$ cat src/sv/row_descending_sorter_assert.svh
// Assertion macros shared by the sorter RTL.
// These macros expect clk and arst_n to be visible where they are used.
`ifndef ROW_DESCENDING_SORTER_ASSERT_SVH
`define ROW_DESCENDING_SORTER_ASSERT_SVH

`ifndef SYNTHESIS
`define RDS_ASSERT(label, prop) \
	label: assert property (@(posedge clk) disable iff (!arst_n) (prop)) \
		else $error("sorter assertion failed");
`define RDS_ASSERT_IMPL(label, ante, cons) \
	label: assert property (@(posedge clk) disable iff (!arst_n) (ante) |-> (cons)) \
		else $error("sorter assertion failed");
`define RDS_ASSERT_NEXT(label, ante, cons) \
	label: assert property (@(posedge clk) disable iff (!arst_n) (ante) |=> (cons)) \
		else $error("sorter assertion failed");
`else
`define RDS_ASSERT(label, prop)
`define RDS_ASSERT_IMPL(label, ante, cons)
`define RDS_ASSERT_NEXT(label, ante, cons)
`endif

`endif

$ cat src/sv/rds_pkg.sv
package rds_pkg;

	localparam int ELEM_W      = 32;
	localparam int LEN_W       = 5;
	localparam int ROW_MAX_DEF = 16;
	localparam logic [LEN_W-1:0] ROW_LENGTH_RST = LEN_W'(16);

	typedef logic signed [ELEM_W-1:0] elem_t;

	typedef struct packed {
		elem_t element_value;
	} in_payload_t;

	typedef struct packed {
		elem_t sorted_value;
		logic  row_end;
	} out_payload_t;

	typedef struct packed {
		logic [LEN_W-1:0] row_length;
	} cfg_payload_t;

	// Per-cycle command broadcast to every cell of the chain.
	typedef struct packed {
		logic ins;    // insert the broadcast element
		logic shift;  // move every entry one cell toward the head
		logic clear;  // drop all entries
	} cell_ctrl_t;

	typedef enum logic {
		ST_LOAD,
		ST_DRAIN
	} state_t;

endpackage

$ cat src/sv/rds_cell.sv
module rds_cell (
	input  logic                clk,
	input  logic                arst_n,
	input  rds_pkg::cell_ctrl_t ctrl,
	input  rds_pkg::elem_t      bcast_value,
	input  logic                prev_take,
	input  rds_pkg::elem_t      prev_value,
	input  logic                prev_valid,
	input  rds_pkg::elem_t      next_value,
	input  logic                next_valid,
	output rds_pkg::elem_t      value,
	output logic                valid,
	output logic                take
);
	import rds_pkg::*;

	elem_t value_q;
	logic  valid_q;

	// The chain is kept in decreasing order from the head, so the new element
	// belongs in the first cell that is empty or holds a smaller value.
	assign take  = !valid_q || (bcast_value > value_q);
	assign value = value_q;
	assign valid = valid_q;

	always_ff @(posedge clk or negedge arst_n) begin
		if (!arst_n) begin
			valid_q <= 1'b0;
		end else if (ctrl.clear) begin
			valid_q <= 1'b0;
		end else if (ctrl.shift) begin
			valid_q <= next_valid;
		end else if (ctrl.ins) begin
			valid_q <= prev_take ? prev_valid : 1'b1;
		end
	end

	always_ff @(posedge clk) begin
		if (ctrl.shift) begin
			value_q <= next_value;
		end else if (ctrl.ins) begin
			if (prev_take) begin
				value_q <= prev_value;
			end else if (take) begin
				value_q <= bcast_value;
			end
		end
	end
endmodule

$ cat config.mk
export PLATFORM = sky130hd
export DESIGN_NAME = rds_cell
export DESIGN_NICKNAME = d
export VERILOG_FILES = /design/src/sv/row_descending_sorter_assert.svh /design/src/sv/rds_pkg.sv /design/src/sv/rds_cell.sv
export SDC_FILE = /design/constraint.sdc
export NUM_CORES = 1
export LEC_CHECK = 0
export ABC_AREA = 1
export BUFFER_PORTS_ARGS = -buffer_cell sky130_fd_sc_hd__buf_2
export CAP_MARGIN = 10
export CORE_MARGIN = 1.5
export CORE_UTILIZATION = 45
export CTS_CLUSTER_DIAMETER = 30
export DETAILED_ROUTE_END_ITERATION = 16
export GPL_TIMING_DRIVEN = 0
export PLACE_DENSITY = 0.8
export SETUP_SLACK_MARGIN = 0.5
export SYNTH_ARGS = -nofsm -noshare
export SYNTH_HDL_FRONTEND = slang
export SYNTH_SLANG_ARGS = --single-unit
export TNS_END_PERCENT = 100
$ cat constraint.sdc
create_clock -name clk -period 6 [get_ports clk]
set_input_delay 0.3 -clock clk [delete_from_list [all_inputs] [get_ports clk]]
set_output_delay 0.3 -clock clk [all_outputs]
set_load 0.02 [all_outputs]
==> summary.txt, run 1 <==
Run status
  • Status: finished, final reports clean

Floorplanning
  • Initial Util: ~46%
  • Die H: 78.3 µm
  • Die ar.: slightly above 6000 µm²
  • Floorplan die width: 78.3 µm
  • Boundary Pins: 138
  • Site row count: 27
  • Area of the core: about 5500 µm²

Final layout
  • Layout cells sized above 1: 32.3%
  • Post-layout util: 62.3%
  • Nets: ~610
  • # diodes: 0
  • Final instance area: 3430 µm²
  • Area Overhead vs Synth: 34.4%

Setup path
  • Crit-path cells: inv_1 -> ha_1 -> nand2_1 -> nor2_2 -> nand2_2 -> nor3b_2 -> nand2_1 -> nand2_1 -> nand2_1 -> nand2_1 -> nand2_1 -> nand3_1 -> nand2_1 -> inv_1 -> buf_16
  • Critical path's largest stage delay: roughly 0.44 ns
  • Critical-path top delay cell: inv_1
  • Critical Path AT: 2.76 ns
  • Most frequent CP cell: nand2_1
  • Setup crit start: value[31]
  • Startpoint Class: register
  • Worst flop-to-flop path startpoint: value[31]
  • CP max FO: 20
  • Worst EP required: 6.00 ns
  • CP Capture Type: register
  • Setup CP Type: reg -> reg

Timing
  • Hold_ws: ~0.25 ns
  • Slew Viols, Final: 0
  • Post-route setup TNS: 0 ns
  • Slew @ Worst Pin: 0.604 ns
  • Slew HR: roughly three fifths
  • Fin crit share: around 46%
  • Final hold violations: 0
  • Worst Skew: 0.00591 ns
  • Max Fclk: ~0.36 GHz
  • Final setup viols: 0
  • RSZ-0062 raised after global routing: false
  • Min Tclk post-route: 2.76 ns

Clock network
  • CTS Buf Count: 5
  • Max clock buf depth: 2
  • Worst-Skew Late Latency: 0.29 ns
  • H-tree level count: 2
  • CTS resizes: 0
  • CTS tree: done
  • CTS sink count: 33
  • Reg clk slew, reported paths: 0.07 ns
  • Root buf cell: clkbuf_8

Synth
  • Cells after synthesis: 333
  • Count leader, synth: a21oi_1
  • Post-synthesis sequential area ratio: 38.6%
  • Netlist cell types: 26
  • Flops & latches, synth: 33
  • Top cell type's share of synthesized area: a little under two fifths
  • Top cell type by total area after synthesis: edfxtp_1
  • Ys flop type: edfxtp_1
  • EDFF count, synth: 32
  • Synth warn: 0
  • Cell area after synthesis: roughly 2600 µm²
  • Post-synth top cells: a21oi_1, nand2_1, nor2_1
  • Mean post-synth cell area: 7.67 µm²
  • Synthesized Nets: between 400 and 500
  • Synth top area cells: edfxtp_1, ha_1, a21oi_1
  • Post-synth ARST share: 3.03%

Routing
  • Final wirelength: between 7000 and 8000 µm
  • Routed vias/inst: 4.90
  • First-pass DRT Iterations: 4
  • DRC Markers: 0
  • Wirelength per Cell: 12.9 µm
  • Via count: 2689
  • Iter 0 DRT Violations: 126
  • ANT nets after route: 0

Global route
  • Total grt overflow: 0
  • Via count of the first global-routing pass: between 2k and 3k
  • Total track usage: between 20 and 25%
  • Largest net degree at the start of global routing: 33
  • First-pass GRT wire length: 11700 µm
  • Antenna violations before repair: 0

Power and ir drop
  • Pwr Total: between 0.0006 and 0.0007 W
  • Leak: 1.84 nW
  • VDD IR max: 0.000139 V
  • PD cells: 199 nW/µm²

Placed design
  • Cell Area, Placed: 3320 µm²
  • Number of I/O port buffers: 135
  • Gpl congestion: 0.801
  • Detail Placement HPWL: 5600 µm

Worst hold path
  • Hold WC Path Type: in -> reg
  • Hold path start: ctrl[0]

Run
  • Maxcap violations: 0
worst max-delay path: cells and delay by family, from the launching register on:
family | cells | cell delay (ns)
adder cells (fa/ha/maj) | 1 | 0.34
buffers and inverters | 3 | 0.73
flip-flops | 1 | 0.35
AND/OR/NAND/NOR | 11 | 1.03
what timing repair did:
action                    in CTS  in global routing
hold endpoints to repair       1                  0
buffers inserted               0                  0
hold buffers                   1                  0
power breakdown:
part / switching, W / internal (W) / total, W / leakage (nW)
logic: 0.000137 / 0.0000936 / 0.000230 / 1.47
registers: 0.0000112 / 0.000282 / 0.000294 / 0.333
clock network: 0.0000819 / 0.0000782 / 0.000160 / 0.0387
total: 0.000230 / 0.000454 / 0.000684 / 1.84
routing by layer:
layer / GRT usage, % / part of all wire (%)
met4: 9.29 / 2.2
met3: 3.49 / 4.9
met5: 0 / 0
met2: 44.7 / 50
met1: 28.3 / 43
cell usage in the layout (no fill, tap or decap), drive strengths merged, types with 2 or more instances in the layout:
cell type / count
o21ai: 4
a21oi: 77
clkbuf: 15
ha: 32
edfxtp: 32
buf: 141
nand4: 2
nor2: 43
inv: 44
nand3: 5
nand2: 73
through the flow:
step,instances,setup slack [ns]
floorplan,333,3.32
global placement,540,2.91
detailed placement,540,2.87
CTS,548,2.89
global route,549,3.00
finish,549,3.24
state kept, by name (all words and copies together) (netlist names):
signal,flops
value,32
valid,1
cells by family (layout without fill, tap and decap cells):
logic type | after synthesis | after routing | share of synthesized area [%]
and+or+nand+nor | 126 | 126 | 19.9
AOI/OAI and AO/OA | 84 | 84 | 16.9
buffers and inverters | 58 | 202 | 8.87
DFF | 33 | 33 | 38.6
adders and majority gates | 32 | 32 | 15.7
final timing paths:
| check | endpoint | slack (ns) | depth (start not counted) |
|---|---|---|---|
| min in group asynchronous | valid | 0.30 | 2 |
| max in group asynchronous | valid | 5.62 | 2 |
| worst min-delay path | valid | 0.25 | 4 |
| worst max register to register | value[19] | 3.24 | 15 |
| worst max-delay path | value[19] | 3.24 | 15 |
| worst min register to register | valid | 0.55 | 2 |
area by class of cell:
| type | count | area (µm²) |
|---|---|---|
| Fill cell | 500 | 2070 |
| Multi-Input combinational cell | 242 | 1340 |
| Sequential cell | 33 | 986 |
| Timing Repair Buffer | 137 | 713 |
| Inverter | 44 | 165 |
| Tap cell | 72 | 90.1 |
| Clock buffer | 6 | 72.6 |
| Buffer | 14 | 61.3 |
| Clock inverter | 1 | 3.75 |
Note: power is estimated with default switching activity, not from simulation.
==> run 2, diff against run 1 <==
- clock period: 6 -> 2.8 ns (I/O delays scaled with it)
==> run 2 against run 1 <==
Final cell count increased by 1.5%. Sequential power increased by 110%. Critical endpoint is now value[14]. Clock skew fell by 0.00065 ns. Clock power up 110%.
==> summary.txt, run 2 (synthesis results as in run 1) <==
Run status
  • Status: finished, final reports clean

Worst hold path
  • Hold WC Path Type: in -> reg

Routing
  • Via count: 2835
  • DRC Markers: 0
  • Wirelength per Cell: 14.0 µm
  • Routed vias/inst: 5.09
  • Final wirelength: approximately 8000 µm
  • First-pass DRT Iterations: 5
  • ANT nets after route: 0
  • Iter 0 DRT Violations: 109

Global route
  • Largest net degree at the start of global routing: 17
  • Antenna violations before repair: 0
  • First-pass GRT wire length: 11500 µm
  • Total grt overflow: 0
  • Total track usage: 23.9%
  • Via count of the first global-routing pass: 2606

Clock network
  • Reg clk slew, reported paths: 0.07 ns
  • CTS tree: done
  • Worst-Skew Late Latency: between 0.2 and 0.3 ns
  • Root buf cell: clkbuf_8
  • Max clock buf depth: 2
  • CTS Buf Count: 5
  • CTS sink count: 33
  • H-tree level count: 2

Floorplanning
  • Area of the core: between 5000 and 6000 µm²
  • Die ar.: 6140 µm²
  • Die H: about 78 µm
  • Boundary Pins: 138
  • Initial Util: approximately 46%
  • Floorplan die width: 78.3 µm
  • Site row count: 27

Final layout
  • Area Overhead vs Synth: 45.6%
  • # diodes: 0
  • Nets: 621
  • Register area: 986 µm²
  • Layout fillers: 490
  • Layout cells sized above 1: 39.8%
  • Highest-count cells in the layout ignoring fill and taps: buf_2, a21oi_1, nand2_1, nor2_1, inv_1
  • Number of flip-flops in the largest register: 32
  • Final std cells w/o fill: 557
  • Area of the multi-input gates: 1540 µm²
  • Commonest non-fill, non-tap cell in the layout: buf_2

Run
  • Maxcap violations: 0

Timing
  • Final setup viols: 0
  • Worst Skew: 0.00526 ns
  • Slew HR: 63.8%
  • Min Tclk post-route: 2.32 ns
  • Final hold violations: 0
  • RSZ-0062 raised after global routing: true
  • Fin crit share: between 80% and 90%
  • Slew Viols, Final: 0
  • Max Fclk: approximately 0.43 GHz
  • Post-route setup TNS: 0 ns
  • Slew @ Worst Pin: 0.543 ns

Setup path
  • Worst EP required: about 2.9 ns
  • CP max FO: 8
  • Critical path's largest stage delay: 0.40 ns
  • Critical Path AT: 2.37 ns
  • Crit-path cells: inv_1 -> ha_1 -> a21oi_2 -> nor2_1 -> nor2_1 -> nand3_2 -> a21oi_4 -> nand2_1 -> nand2_1 -> nand2_1 -> nand2_2 -> nand3_2 -> nand2_4 -> clkinvlp_4 -> clkbuf_16
  • Critical-path top delay cell: edfxtp_1
  • Worst path top cell family by delay: simple AND/OR/NAND/NOR gates
  • WP buf/inv: 3
  • CP Capture Type: register
  • Startpoint Class: register
  • Setup CP Type: reg -> reg
  • Most frequent CP cell: nand2_1

Power and ir drop
  • Clock Power Share: between 20 and 25%
  • Cell Int Power: 0.00102 W
  • NetSw: 0.000532 W
  • Reg power frac: 40.7%
  • PD cells: 418 nW/µm²
  • Leak: ~1.9 nW
  • VDD IR max: 0.000367 V
  • Switching part of the total: 34.2%
  • Gate power share: 37.8%

Placed design
  • Number of I/O port buffers: 135
  • Detail Placement HPWL: 5620 µm
  • Placed insts: 540
  • Gpl congestion: between 0.8 and 0.9
## run 2: metrics by stage
step	worst slack [ns]	power (W)	hold WS [ns]	cell area, µm²	utilization, %
floorplan	0.319	0.000941	-0.156	2570	-
global placement	0.0291	0.00112	-0.0825	3340	60.6
detailed placement	-0.0284	0.00114	-0.0846	3340	60.6
CTS	0.485	0.00149	0.124	3480	63.3
global route	0.324	0.00165	0.140	3720	67.5
finish	0.476	0.00155	0.125	3720	67.5
## run 2: worst paths after layout
| check | start | end | slack, ns | cells past startpoint |
|---|---|---|---|---|
| min reg2reg | valid | valid | 0.59 | 2 |
| min in group asynchronous | arst_n | valid | 0.16 | 2 |
| max reg2reg | value[21] | value[14] | 0.48 | 15 |
| min | ctrl[0] | valid | 0.12 | 4 |
| max | value[21] | value[14] | 0.48 | 15 |
| max in group asynchronous | arst_n | valid | 2.56 | 2 |
## run 2: timing repair
action,in CTS,in global routing
gates cloned,1,1
gates resized for setup,5,37
pin swaps,1,16
endpoints found under the hold margin,1,0
endpoints found under the setup margin,32,33
buffers inserted,4,3
hold buffers,1,0
## run 2: layout make-up
class / instances / area share, %
Multi-Input combinational cell: 242 / 41.3
Timing Repair Buffer: 144 / 21.3
Buffer: 14 / 1.65
Sequential cell: 33 / 26.5
Inverter: 44 / 4.54
Clock buffer: 6 / 1.95
Timing Repair inverter: 1 / 0.202
Tap cell: 72 / 2.42
Clock inverter: 1 / 0.101
## run 2: power groups by stage
stage                     sequential [W]  combinational [W]  clock [W]
after floorplan                 0.000703           0.000238          0
after global placement          0.000639           0.000478          0
after detailed placement        0.000641           0.000495          0
after CTS                       0.000630           0.000514   0.000341
after global routing            0.000638           0.000653   0.000357
final                           0.000632           0.000587   0.000335
## run 2: worst min-delay path: stages
cell and delay (ns):
buf_2 0.08, a31oi_1 0.03, o21ai_1 0.07, inv_1 0.05
## run 2: per-layer routing
layer,part of all wire [%],global-route usage (%)
met1,40,27.7
met2,52,44.8
met3,5.9,4.07
met4,1.6,7.14
met5,0,0
